File: config.mk
export PLATFORM = sky130hd
export DESIGN_NAME = size_class_slot_allocator
export DESIGN_NICKNAME = d
export VERILOG_FILES = /design/src/rtl/scsa_pkg.sv /design/src/rtl/size_class_slot_allocator.sv /design/src/rtl/scsa_ram.sv
export SDC_FILE = /design/constraint.sdc
export NUM_CORES = 2
export LEC_CHECK = 0
export ABC_AREA = 1
export BUFFER_PORTS_ARGS = -buffer_cell sky130_fd_sc_hd__buf_4
export CAP_MARGIN = 20
export CORE_MARGIN = 2
export CORE_UTILIZATION = 68
export DETAILED_ROUTE_END_ITERATION = 10
export HOLD_SLACK_MARGIN = 0.08
export PLACE_DENSITY = 0.88
export SLEW_MARGIN = 20
export SYNTH_ARGS = -nofsm -noshare
export SYNTH_HDL_FRONTEND = slang
export SYNTH_SLANG_ARGS = --single-unit
File: constraint.sdc
create_clock -name clk_i -period 9.3 [get_ports clk_i]
set_input_delay 0.93 -clock clk_i [delete_from_list [all_inputs] [get_ports clk_i]]
set_output_delay 0.93 -clock clk_i [all_outputs]
set_load 0.02 [all_outputs]
File: src/rtl/scsa_pkg.sv
`default_nettype none

package scsa_pkg;

  // busy flags are kept in words of this many slots
  localparam int unsigned WORD_BITS = 32;

  // request modes
  localparam logic MODE_ALLOC = 1'b0;
  localparam logic MODE_FREE  = 1'b1;

  // pool codes
  localparam logic [1:0] POOL_SMALL   = 2'd0;
  localparam logic [1:0] POOL_MEDIUM  = 2'd1;
  localparam logic [1:0] POOL_LARGE   = 2'd2;
  // pool code that names no pool, a free of it is ignored
  localparam logic [1:0] POOL_INVALID = 2'd3;

  // result status codes
  localparam logic [1:0] ST_DONE    = 2'd0;
  localparam logic [1:0] ST_NONE    = 2'd1;
  localparam logic [1:0] ST_REFUSED = 2'd2;

  // configuration register indexes
  localparam logic [1:0] CFG_SMALL_LIMIT  = 2'd0;
  localparam logic [1:0] CFG_MEDIUM_LIMIT = 2'd1;
  localparam logic [1:0] CFG_LARGE_LIMIT  = 2'd2;
  localparam logic [1:0] CFG_ENTRIES      = 2'd3;

  // configuration reset values
  localparam logic [11:0] SMALL_LIMIT_RST  = 12'h058;
  localparam logic [11:0] MEDIUM_LIMIT_RST = 12'h080;
  localparam logic [11:0] LARGE_LIMIT_RST  = 12'h200;
  localparam logic [8:0]  ENTRIES_RST      = 9'd200;

  typedef struct packed {
    logic        mode;
    logic [11:0] request_size;
    logic [1:0]  free_pool;
    logic [7:0]  free_slot;
    logic        held_for_resend;
  } req_t;

  typedef struct packed {
    logic [1:0] status;
    logic [1:0] granted_pool;
    logic [7:0] granted_slot;
  } rsp_t;

endpackage

`default_nettype wire

File: src/rtl/size_class_slot_allocator.sv
`default_nettype none

// channel   | ports                                   | direction | handshake
// ----------+-----------------------------------------+-----------+-------------------------
// request   | start, busy, req_i                      | in        | start high, busy low
// result    | done_o, rsp_o                           | out       | one-cycle strobe
// config    | cfg_we_i, cfg_addr_i, cfg_wdata_i       | in        | write enable, no wait
//
// busy flags live in one word-wide ram (32 slots per word), one row per pool word;
// the next-fit scan reads one word per cycle and finds the first free slot in it.
// allocate: the request is taken in idle, then each pool is tried in S_POOL and, when
// the size is admitted, scanned word by word in S_SCAN (up to ceil(n/32)+1 words); a
// free reads its word and clears the bit in S_FREE_WR, a refused or ignored free reports
// from idle. the result strobe is registered from the last state of the request.
// a row valid flag per ram word makes all slots free right after reset, no sweep.
// results cannot be held off; a new request is taken in the cycle the result shows.

module size_class_slot_allocator #(
  parameter int unsigned POOL_DEPTH = 256
) (
  input  wire logic             clk_i,
  input  wire logic             rst_ni,
  input  wire logic             start,
  output logic                  busy,
  input  wire scsa_pkg::req_t   req_i,
  output logic                  done_o,
  output scsa_pkg::rsp_t        rsp_o,
  input  wire logic             cfg_we_i,
  input  wire logic [1:0]       cfg_addr_i,
  input  wire logic [11:0]      cfg_wdata_i
);

  localparam int unsigned WB   = scsa_pkg::WORD_BITS;
  localparam int unsigned BW   = $clog2(WB);
  localparam int unsigned IW   = (POOL_DEPTH > 1) ? $clog2(POOL_DEPTH) : 1;
  localparam int unsigned WPP  = (POOL_DEPTH + WB - 1) / WB;
  localparam int unsigned WW   = (WPP > 1) ? $clog2(WPP) : 1;
  localparam int unsigned CW   = (WW + BW + 1 > 10) ? WW + BW + 1 : 10;
  localparam int unsigned ROWS = 3 * (1 << WW);
  localparam int unsigned AW   = $clog2(ROWS);

  typedef enum logic [3:0] {
    S_IDLE    = 4'b0001,
    S_POOL    = 4'b0010,
    S_SCAN    = 4'b0100,
    S_FREE_WR = 4'b1000
  } state_e;

  // lowest set bit of a word
  function automatic logic [BW:0] first_set(input logic [WB-1:0] v);
    logic [BW:0] r;
    r = '0;
    for (int i = WB - 1; i >= 0; i--) begin
      if (v[i]) begin
        r = {1'b1, BW'(i)};
      end
    end
    return r;
  endfunction

  state_e          state_q, state_d;
  scsa_pkg::req_t  req_q, req_d;
  logic [1:0]      pool_q, pool_d;
  logic [WW-1:0]   w_q, w_d;
  logic            wrapped_q, wrapped_d;
  logic [IW-1:0]   start_p_q, start_p_d;
  logic [WW-1:0]   start_w_q, start_w_d;
  logic [IW-1:0]   ptr_q [3];
  logic [IW-1:0]   ptr_d [3];
  logic [11:0]     lim_q [3];
  logic [8:0]      eiu_q;
  logic            done_q, done_d;
  scsa_pkg::rsp_t  rsp_q, rsp_d;
  logic [ROWS-1:0] vld_q;
  logic            rd_vld_q;

  logic            ram_we, ram_re;
  logic [AW-1:0]   ram_waddr, ram_raddr;
  logic [WB-1:0]   ram_wdata, ram_rdata;

  logic [CW-1:0]   n_c, nm1_c, eiu_ext, sp_ext, fslot_ext, start_ext;
  logic [WW-1:0]   last_w_c, next_w_c;
  logic [IW-1:0]   ptr_sel, sp_c;
  logic [11:0]     lim_sel;
  logic            admit_c, final_c, free_ok_c;
  logic [WB-1:0]   word_c, mask_c, cand_c;
  logic [BW:0]     hit_c;
  logic [CW-1:0]   hit_pos;
  logic [CW-1:0]   pos_b;

  assign busy   = (state_q != S_IDLE);
  assign done_o = done_q;
  assign rsp_o  = rsp_q;

  // active entry count, clamped to one and to the pool depth
  always_comb begin
    eiu_ext = CW'(eiu_q);
    if (eiu_q == '0) begin
      n_c = CW'(1);
    end else if (eiu_ext > CW'(POOL_DEPTH)) begin
      n_c = CW'(POOL_DEPTH);
    end else begin
      n_c = eiu_ext;
    end
    nm1_c    = n_c - CW'(1);
    last_w_c = nm1_c[WW+BW-1:BW];
  end

  // pool selection of pointer and limit
  always_comb begin
    case (pool_q)
      scsa_pkg::POOL_SMALL: begin
        ptr_sel = ptr_q[0];
        lim_sel = lim_q[0];
      end
      scsa_pkg::POOL_MEDIUM: begin
        ptr_sel = ptr_q[1];
        lim_sel = lim_q[1];
      end
      scsa_pkg::POOL_LARGE: begin
        ptr_sel = ptr_q[2];
        lim_sel = lim_q[2];
      end
      default: begin
        ptr_sel = '0;
        lim_sel = '0;
      end
    endcase
    admit_c = (req_q.request_size <= lim_sel);
    sp_c    = (CW'(ptr_sel) >= n_c) ? '0 : ptr_sel;
    sp_ext  = CW'(sp_c);
  end

  // word scan: mask slots outside the lap, pick the first free one
  always_comb begin
    word_c    = rd_vld_q ? ram_rdata : '0;
    start_ext = CW'(start_p_q);
    for (int b = 0; b < WB; b++) begin
      pos_b     = CW'({w_q, BW'(b)});
      mask_c[b] = (pos_b < n_c) && (wrapped_q || (pos_b >= start_ext));
    end
    cand_c   = ~word_c & mask_c;
    hit_c    = first_set(cand_c);
    hit_pos  = CW'({w_q, hit_c[BW-1:0]});
    final_c  = wrapped_q && (w_q == start_w_q);
    next_w_c = (w_q == last_w_c) ? '0 : w_q + WW'(1);
    pos_b    = '0;
  end

  assign fslot_ext = CW'(req_i.free_slot);
  assign free_ok_c = (req_i.free_pool != scsa_pkg::POOL_INVALID) &&
                     (fslot_ext < CW'(POOL_DEPTH));

  // sequencer
  always_comb begin
    state_d   = state_q;
    req_d     = req_q;
    pool_d    = pool_q;
    w_d       = w_q;
    wrapped_d = wrapped_q;
    start_p_d = start_p_q;
    start_w_d = start_w_q;
    ptr_d     = ptr_q;
    done_d    = 1'b0;
    rsp_d     = rsp_q;
    ram_we    = 1'b0;
    ram_re    = 1'b0;
    ram_waddr = '0;
    ram_raddr = '0;
    ram_wdata = '0;
    case (state_q)
      S_IDLE: begin
        if (start) begin
          req_d = req_i;
          if (req_i.mode == scsa_pkg::MODE_FREE) begin
            if (req_i.held_for_resend) begin
              done_d = 1'b1;
              rsp_d  = '{status: scsa_pkg::ST_REFUSED, granted_pool: '0, granted_slot: '0};
            end else if (!free_ok_c) begin
              done_d = 1'b1;
              rsp_d  = '{status: scsa_pkg::ST_DONE, granted_pool: '0, granted_slot: '0};
            end else begin
              ram_re    = 1'b1;
              ram_raddr = AW'({req_i.free_pool, fslot_ext[WW+BW-1:BW]});
              state_d   = S_FREE_WR;
            end
          end else begin
            pool_d  = scsa_pkg::POOL_SMALL;
            state_d = S_POOL;
          end
        end
      end
      S_POOL: begin
        if (admit_c) begin
          start_p_d = sp_c;
          start_w_d = sp_ext[WW+BW-1:BW];
          w_d       = sp_ext[WW+BW-1:BW];
          wrapped_d = 1'b0;
          ram_re    = 1'b1;
          ram_raddr = AW'({pool_q, sp_ext[WW+BW-1:BW]});
          state_d   = S_SCAN;
        end else if (pool_q == scsa_pkg::POOL_LARGE) begin
          done_d  = 1'b1;
          rsp_d   = '{status: scsa_pkg::ST_NONE, granted_pool: '0, granted_slot: '0};
          state_d = S_IDLE;
        end else begin
          pool_d = pool_q + 2'd1;
        end
      end
      S_SCAN: begin
        if (hit_c[BW]) begin
          ram_we    = 1'b1;
          ram_waddr = AW'({pool_q, w_q});
          ram_wdata = word_c | (WB'(1) << hit_c[BW-1:0]);
          for (int i = 0; i < 3; i++) begin
            if (pool_q == 2'(i)) begin
              ptr_d[i] = hit_pos[IW-1:0];
            end
          end
          done_d  = 1'b1;
          rsp_d   = '{status: scsa_pkg::ST_DONE, granted_pool: pool_q,
                      granted_slot: hit_pos[7:0]};
          state_d = S_IDLE;
        end else if (final_c) begin
          for (int i = 0; i < 3; i++) begin
            if (pool_q == 2'(i)) begin
              ptr_d[i] = start_p_q;
            end
          end
          if (pool_q == scsa_pkg::POOL_LARGE) begin
            done_d  = 1'b1;
            rsp_d   = '{status: scsa_pkg::ST_NONE, granted_pool: '0, granted_slot: '0};
            state_d = S_IDLE;
          end else begin
            pool_d  = pool_q + 2'd1;
            state_d = S_POOL;
          end
        end else begin
          w_d       = next_w_c;
          wrapped_d = wrapped_q || (w_q == last_w_c);
          ram_re    = 1'b1;
          ram_raddr = AW'({pool_q, next_w_c});
        end
      end
      S_FREE_WR: begin
        ram_we    = 1'b1;
        ram_waddr = AW'({req_q.free_pool, WW'(CW'(req_q.free_slot) >> BW)});
        ram_wdata = word_c & ~(WB'(1) << req_q.free_slot[BW-1:0]);
        done_d    = 1'b1;
        rsp_d     = '{status: scsa_pkg::ST_DONE, granted_pool: '0, granted_slot: '0};
        state_d   = S_IDLE;
      end
      default: begin
        state_d = S_IDLE;
      end
    endcase
  end

  // control state and pointers
  always_ff @(posedge clk_i or negedge rst_ni) begin
    if (!rst_ni) begin
      state_q <= S_IDLE;
      done_q  <= 1'b0;
      pool_q  <= '0;
      for (int i = 0; i < 3; i++) begin
        ptr_q[i] <= '0;
      end
    end else begin
      state_q <= state_d;
      done_q  <= done_d;
      pool_q  <= pool_d;
      ptr_q   <= ptr_d;
    end
  end

  // request payload and scan position
  always_ff @(posedge clk_i) begin
    req_q     <= req_d;
    rsp_q     <= rsp_d;
    w_q       <= w_d;
    wrapped_q <= wrapped_d;
    start_p_q <= start_p_d;
    start_w_q <= start_w_d;
  end

  // configuration registers
  always_ff @(posedge clk_i or negedge rst_ni) begin
    if (!rst_ni) begin
      lim_q[0] <= scsa_pkg::SMALL_LIMIT_RST;
      lim_q[1] <= scsa_pkg::MEDIUM_LIMIT_RST;
      lim_q[2] <= scsa_pkg::LARGE_LIMIT_RST;
      eiu_q    <= scsa_pkg::ENTRIES_RST;
    end else if (cfg_we_i) begin
      case (cfg_addr_i)
        scsa_pkg::CFG_SMALL_LIMIT:  lim_q[0] <= cfg_wdata_i;
        scsa_pkg::CFG_MEDIUM_LIMIT: lim_q[1] <= cfg_wdata_i;
        scsa_pkg::CFG_LARGE_LIMIT:  lim_q[2] <= cfg_wdata_i;
        scsa_pkg::CFG_ENTRIES:      eiu_q    <= cfg_wdata_i[8:0];
        default: begin
        end
      endcase
    end
  end

  // row valid flags: an unwritten word reads as all slots free
  always_ff @(posedge clk_i or negedge rst_ni) begin
    if (!rst_ni) begin
      vld_q    <= '0;
      rd_vld_q <= 1'b0;
    end else begin
      if (ram_we) begin
        vld_q[ram_waddr] <= 1'b1;
      end
      if (ram_re) begin
        rd_vld_q <= vld_q[ram_raddr];
      end
    end
  end

  scsa_ram #(
    .WIDTH (WB),
    .DEPTH (ROWS)
  ) u_busy_ram (
    .clk_i   (clk_i),
    .we_i    (ram_we),
    .waddr_i (ram_waddr),
    .wdata_i (ram_wdata),
    .re_i    (ram_re),
    .raddr_i (ram_raddr),
    .rdata_o (ram_rdata)
  );

  // an accepted request either reports at once or keeps the block busy
  a_accept_progress: assert property (@(posedge clk_i) disable iff (!rst_ni)
    (start && !busy) |=> (busy || done_o))
    else $error("accepted request neither busy nor reported");

  // the busy ram is only written while finishing a request
  a_write_phase: assert property (@(posedge clk_i) disable iff (!rst_ni)
    ram_we |-> (state_q == S_SCAN || state_q == S_FREE_WR))
    else $error("busy ram written outside a finishing state");

  // the scan never runs on the unused pool code
  a_scan_pool: assert property (@(posedge clk_i) disable iff (!rst_ni)
    (state_q == S_SCAN || state_q == S_POOL) |-> (pool_q != scsa_pkg::POOL_INVALID))
    else $error("scan on an invalid pool");

  // a result whose status is not done carries no grant
  a_no_grant: assert property (@(posedge clk_i) disable iff (!rst_ni)
    (done_o && rsp_o.status != scsa_pkg::ST_DONE) |->
      (rsp_o.granted_pool == '0 && rsp_o.granted_slot == '0))
    else $error("grant reported with a failure status");

endmodule

`default_nettype wire

File: src/rtl/scsa_ram.sv
`default_nettype none

module scsa_ram #(
  parameter int unsigned WIDTH = 32,
  parameter int unsigned DEPTH = 32
) (
  input  wire logic                     clk_i,
  input  wire logic                     we_i,
  input  wire logic [$clog2(DEPTH)-1:0] waddr_i,
  input  wire logic [WIDTH-1:0]         wdata_i,
  input  wire logic                     re_i,
  input  wire logic [$clog2(DEPTH)-1:0] raddr_i,
  output logic      [WIDTH-1:0]         rdata_o
);

  logic [WIDTH-1:0] mem_q [DEPTH];

  // write port
  always_ff @(posedge clk_i) begin
    if (we_i) begin
      mem_q[waddr_i] <= wdata_i;
    end
  end

  // registered read port
  always_ff @(posedge clk_i) begin
    if (re_i) begin
      rdata_o <= mem_q[raddr_i];
    end
  end

endmodule

`default_nettype wire

==> impl_summary.txt <==
----------------------------------------------------
[Place]
  Post-placement setup slack ... 2.31 ns
  HPWL after DPL ... 62700 µm
  Final weighted congestion in routability-driven placement ... 0.992
  Buffers on Ports ... 55

[Clocking]
  Maximum buffer depth of the clock tree ... 3
  Post-CTS clock slew at the launch and capture registers of the worst setup and hold paths ... 0.07 ns
  Insertion delay of the later-clocked pin in the worst-skew pair ... 0.68 ns
  Clock root buffer ... sky130_fd_sc_hd__clkbuf_16
  Post-CTS Hold Fix Bufs ... 0
  Post-CTS setup-driven buffer insertion count ... 0
  Gates resized, CTS repair ... 0
  H-Tree Depth ... 3
  Total clock buffers created by CTS ... 91
  CTS tree ... yes
  Clk sink count ... 947

[Logic synthesis]
  Average cell area after synthesis ... 11.8 µm²
  Combinational family with the most area after synthesis ... compound AO/OA/AOI/OAI gates
  Ys flop type ... sky130_fd_sc_hd__edfxtp_1
  Fraction of registers with async set/reset ... 0.107
  Count of warnings emitted by yosys ... 0
  Count of unique library cells instantiated by Yosys ... 54
  Top post-synthesis cells by area ... sky130_fd_sc_hd__edfxtp_1, sky130_fd_sc_hd__o21ai_0, sky130_fd_sc_hd__dfrtp_1, sky130_fd_sc_hd__nor2_1, sky130_fd_sc_hd__nand2_1
  Synth area leader ... sky130_fd_sc_hd__edfxtp_1
  Sequential cell area fraction in the yosys report ... 0.697
  EDFF count, synth ... 846
  Compound-Gate Fraction of Synth Area ... 0.140
  Top-area cell type share of the netlist area ... 0.633
  Number of instances in the synthesized netlist ... 3400
  Area fraction in and, or, nand and nor cells after synthesis ... 0.116
  Synthesized Nets ... 3475
  Xor/xnor cell area share of the yosys netlist ... 0.00109
  Flip-flop and latch count after synthesis ... 947
  Multiplexer fraction of the synthesized cell area ... 0
  Synth top cells by count ... sky130_fd_sc_hd__edfxtp_1, sky130_fd_sc_hd__nor2_1, sky130_fd_sc_hd__o21ai_0, sky130_fd_sc_hd__nand2_1, sky130_fd_sc_hd__o221ai_1
  Total standard cell area after synthesis ... 0.0401 mm²
  Synthesized-area fraction occupied by adder cells ... 0.0103
  Most instantiated library cell after synthesis ... sky130_fd_sc_hd__edfxtp_1

[Timing]
  Tightest slew margin relative to the limit ... 0.233
  Final TNS setup ... 0 ns
  Max Clk Rate ... 136 MHz
  Final critical path time including I/O delays and setup ... 7.34 ns
  Count of endpoints failing hold in the final timing report ... 0
  Max-slew violations ... 0
  Setup repair after global routing missed its margin ... false
  Slew at the pin closest to its max-slew limit ... 1.15 ns
  Setup violators final ... 0
  Clock Skews ... 0.0365 ns
  Worst setup margin ... 1.96 ns
  Final Hold Slack ... 0.176 ns
  Final clock period utilization by the worst path ... 0.789

[Routing]
  DRC violation count after routing ... 0
  First-pass iteration count of the detailed router ... 7
  First-iteration detailed-routing DRC count ... 5235
  Per-cell via count in the routed design ... 7.02
  Detailed-route wire length per cell ... 27.5 µm
  Vias after detailed routing ... 29900
  Wire length reported by the detailed router ... 117000 µm
  Remaining number of nets flagged by the antenna check after routing ... 0

[Power and ir drop]
  Fraction of power spent switching nets ... 0.327
  Leak pwr ... 16.2 nW
  Cell-internal power ... 7.92 mW
  Power share of the sequential group ... 0.442
  Highest ir drop seen on vdd ... 0.000184 V
  Clock share of power ... 0.316
  Combinational Power Share ... 0.242
  Sum of internal, switching and leakage power ... 11.8 mW
  Power density normalized to cell area ... 265 mW/mm²
  Switching power summed over all nets ... 3.85 mW

[Layout]
  Area growth syn-to-layout ... 10.6%
  FF/Latch Area ... 0.0279 mm²
  Fillers ... 3326
  Area taken by multi-input logic gates ... 0.0109 mm²
  Layout cells sized above 1 ... 0.101
  Final-stage net count ... 3487
  Diodes inserted ... 0

[Global route]
  Largest net degree at the start of global routing ... 174
  First-pass GRT wire length ... 173000 µm
  Global-route usage over all layers ... 0.385
  Vias in the first global route ... 29500
  Initial antenna violation count ... 1
  Global route overflow ... 0

[Run]
  Max Cap Violations ... 0

[Floorplan]
  I/O pin cnt ... 56
  Core area ... 0.0587 mm²
  Horizontal die dimension ... 247 µm
  Die Outline Area ... 0.0609 mm²
  Die Ht ... 247 µm
  Number of placement rows ... 89
  Initial Utilization ... 0.684

[Worst setup path]
  Category of the worst setup path capture point ... flop
  Maximum net fanout on the critical path ... 173
  Start-to-end type of the worst setup path ... reg2reg
  Flop-to-flop setup slack ... 1.96 ns
  Reg-to-reg critical path startpoint ... pool_q[0]
  Worst reg2reg path depth ... 24
  Arrival time of the worst setup path ... 7.70 ns
  Reg2reg end ... u_busy_ram.rdata_o[11]
  Startpoint types ... flop
  Required time worst endpoint ... 9.66 ns

[Hold path]
  Path type of the worst min-delay path ... in2async

[Status]
  Status ... finished clean

----------------------------------------------------
-- through the flow --
| step | util | instances | area, µm² |
|---|---|---|---|
| global route | 0.756 | 4260 | 44400 |
| CTS | 0.756 | 4260 | 44400 |
| global placement | 0.704 | 4091 | 41300 |
| floorplan | - | 3400 | 40100 |
| finish | 0.756 | 4260 | 44400 |
| detailed placement | 0.705 | 4092 | 41400 |
-- layer usage --
metal | part of all wire | vias up | track usage | wire length [µm]
met2 | 0.47 | 2573 | 0.605 | 54700
met5 | 0.000077 | - | 0 | 9
met1 | 0.33 | 14300 | 0.485 | 38700
li1 | - | 12500 | - | -
met4 | 0.066 | 2 | 0.232 | 7790
met3 | 0.14 | 573 | 0.0996 | 16000
-- kinds of logic (layout without fill, tap and decap cells) --
family / count (synthesis) / after routing
adders and majority gates: 33 / 33
and+or+nand+nor: 1129 / 1129
AOI/OAI and AO/OA: 929 / 929
xor gates and xnor gates: 5 / 5
DFF: 947 / 947
buffers and inverters: 357 / 444
-- flip-flops by register name, summed over array words and instances, names as in the netlist --
register,cells
u_busy_ram.mem_q,768
lim_q,36
u_busy_ram.rdata_o,32
ptr_q,24
vld_q,24
req_q,22
rsp_o,12
eiu_q,9
start_p_q,8
state_q,4
w_q,3
pool_q,2
done_o,1
rd_vld_q,1
wrapped_q,1
-- cell usage in the layout (no fill, tap or decap), types with 3 or more instances in the layout --
cell type                     n
sky130_fd_sc_hd__a211oi_1     4
sky130_fd_sc_hd__a21oi_1     75
sky130_fd_sc_hd__a31oi_1     32
sky130_fd_sc_hd__buf_4      121
sky130_fd_sc_hd__bufinv_16    9
sky130_fd_sc_hd__clkbuf_1    24
sky130_fd_sc_hd__clkbuf_16   93
sky130_fd_sc_hd__clkinv_1    16
sky130_fd_sc_hd__clkinv_2    20
sky130_fd_sc_hd__dfrtp_1     92
sky130_fd_sc_hd__dfstp_2      9
sky130_fd_sc_hd__edfxtp_1   846
sky130_fd_sc_hd__ha_1        33
sky130_fd_sc_hd__inv_1      137
sky130_fd_sc_hd__inv_2        8
sky130_fd_sc_hd__inv_6        3
sky130_fd_sc_hd__nand2_1    383
sky130_fd_sc_hd__nand2_2      5
sky130_fd_sc_hd__nand2_4      4
sky130_fd_sc_hd__nand3_1    130
sky130_fd_sc_hd__nand4_1     26
sky130_fd_sc_hd__nor2_1     515
sky130_fd_sc_hd__nor2_2      10
sky130_fd_sc_hd__nor2_4      29
sky130_fd_sc_hd__nor3_1       5
sky130_fd_sc_hd__o2111ai_1    9
sky130_fd_sc_hd__o211ai_1    47
sky130_fd_sc_hd__o21ai_0    460
sky130_fd_sc_hd__o21ai_1     71
sky130_fd_sc_hd__o21bai_1    13
sky130_fd_sc_hd__o221ai_1   145
sky130_fd_sc_hd__o22ai_1     43
sky130_fd_sc_hd__o311ai_1     6
sky130_fd_sc_hd__o32ai_1      5
sky130_fd_sc_hd__or2_2       14
sky130_fd_sc_hd__xor2_1       4
-- area by class of cell --
| class | instances | area share |
|---|---|---|
| Inverter | 151 | 0.0130 |
| Tap cell | 773 | 0.0218 |
| Multi-Input combinational cell | 2096 | 0.246 |
| Timing Repair Buffer | 125 | 0.0218 |
| Sequential cell | 947 | 0.630 |
| Clock buffer | 119 | 0.0551 |
| Clock inverter | 49 | 0.0123 |
-- critical path, cell delays in order, from the launching register on --
cell	delay [ns]
sky130_fd_sc_hd__dfrtp_1	0.42
sky130_fd_sc_hd__inv_1	0.18
sky130_fd_sc_hd__ha_1	0.86
sky130_fd_sc_hd__inv_1	0.54
sky130_fd_sc_hd__o211ai_1	0.33
sky130_fd_sc_hd__nand2_1	0.10
sky130_fd_sc_hd__inv_1	0.09
sky130_fd_sc_hd__ha_1	0.22
sky130_fd_sc_hd__o21ai_0	0.08
sky130_fd_sc_hd__a21oi_1	0.09
sky130_fd_sc_hd__a211oi_1	0.17
sky130_fd_sc_hd__o21ai_0	0.11
sky130_fd_sc_hd__a21oi_1	0.14
sky130_fd_sc_hd__nor2_1	0.05
sky130_fd_sc_hd__o21ai_0	0.18
sky130_fd_sc_hd__inv_1	0.16
sky130_fd_sc_hd__nor2_1	0.36
sky130_fd_sc_hd__a22oi_2	0.16
sky130_fd_sc_hd__nand2_4	0.57
sky130_fd_sc_hd__inv_8	0.42
sky130_fd_sc_hd__buf_12	0.48
sky130_fd_sc_hd__o21ai_0	0.39
sky130_fd_sc_hd__o221ai_1	0.22
sky130_fd_sc_hd__nand3_1	0.23
sky130_fd_sc_hd__a31oi_1	0.12
-- power by group through the flow --
stage / Combinational (mW) / Sequential, mW / Clock [mW]
detailed placement: 2.70 / 5.27 / 0
global placement: 2.59 / 5.26 / 0
global route: 3.05 / 5.21 / 3.88
CTS: 2.75 / 5.18 / 3.72
floorplan: 1.82 / 5.22 / 0
finish: 2.85 / 5.20 / 3.72
-- how the worst max path moves through the flow --
stage | from | end | slack (ns) | depth (start not counted)
after floorplan | eiu_q[4] | u_busy_ram.mem_q[4][0] | 3.98 | 24
after global placement | pool_q[0] | u_busy_ram.rdata_o[26] | 2.52 | 26
after detailed placement | pool_q[0] | u_busy_ram.rdata_o[11] | 2.31 | 24
after CTS | pool_q[0] | u_busy_ram.rdata_o[11] | 2.21 | 24
after global routing | pool_q[0] | u_busy_ram.rdata_o[6] | 1.74 | 26
final | pool_q[0] | u_busy_ram.rdata_o[11] | 1.96 | 24
Note: power is estimated with default switching activity, not from simulation.
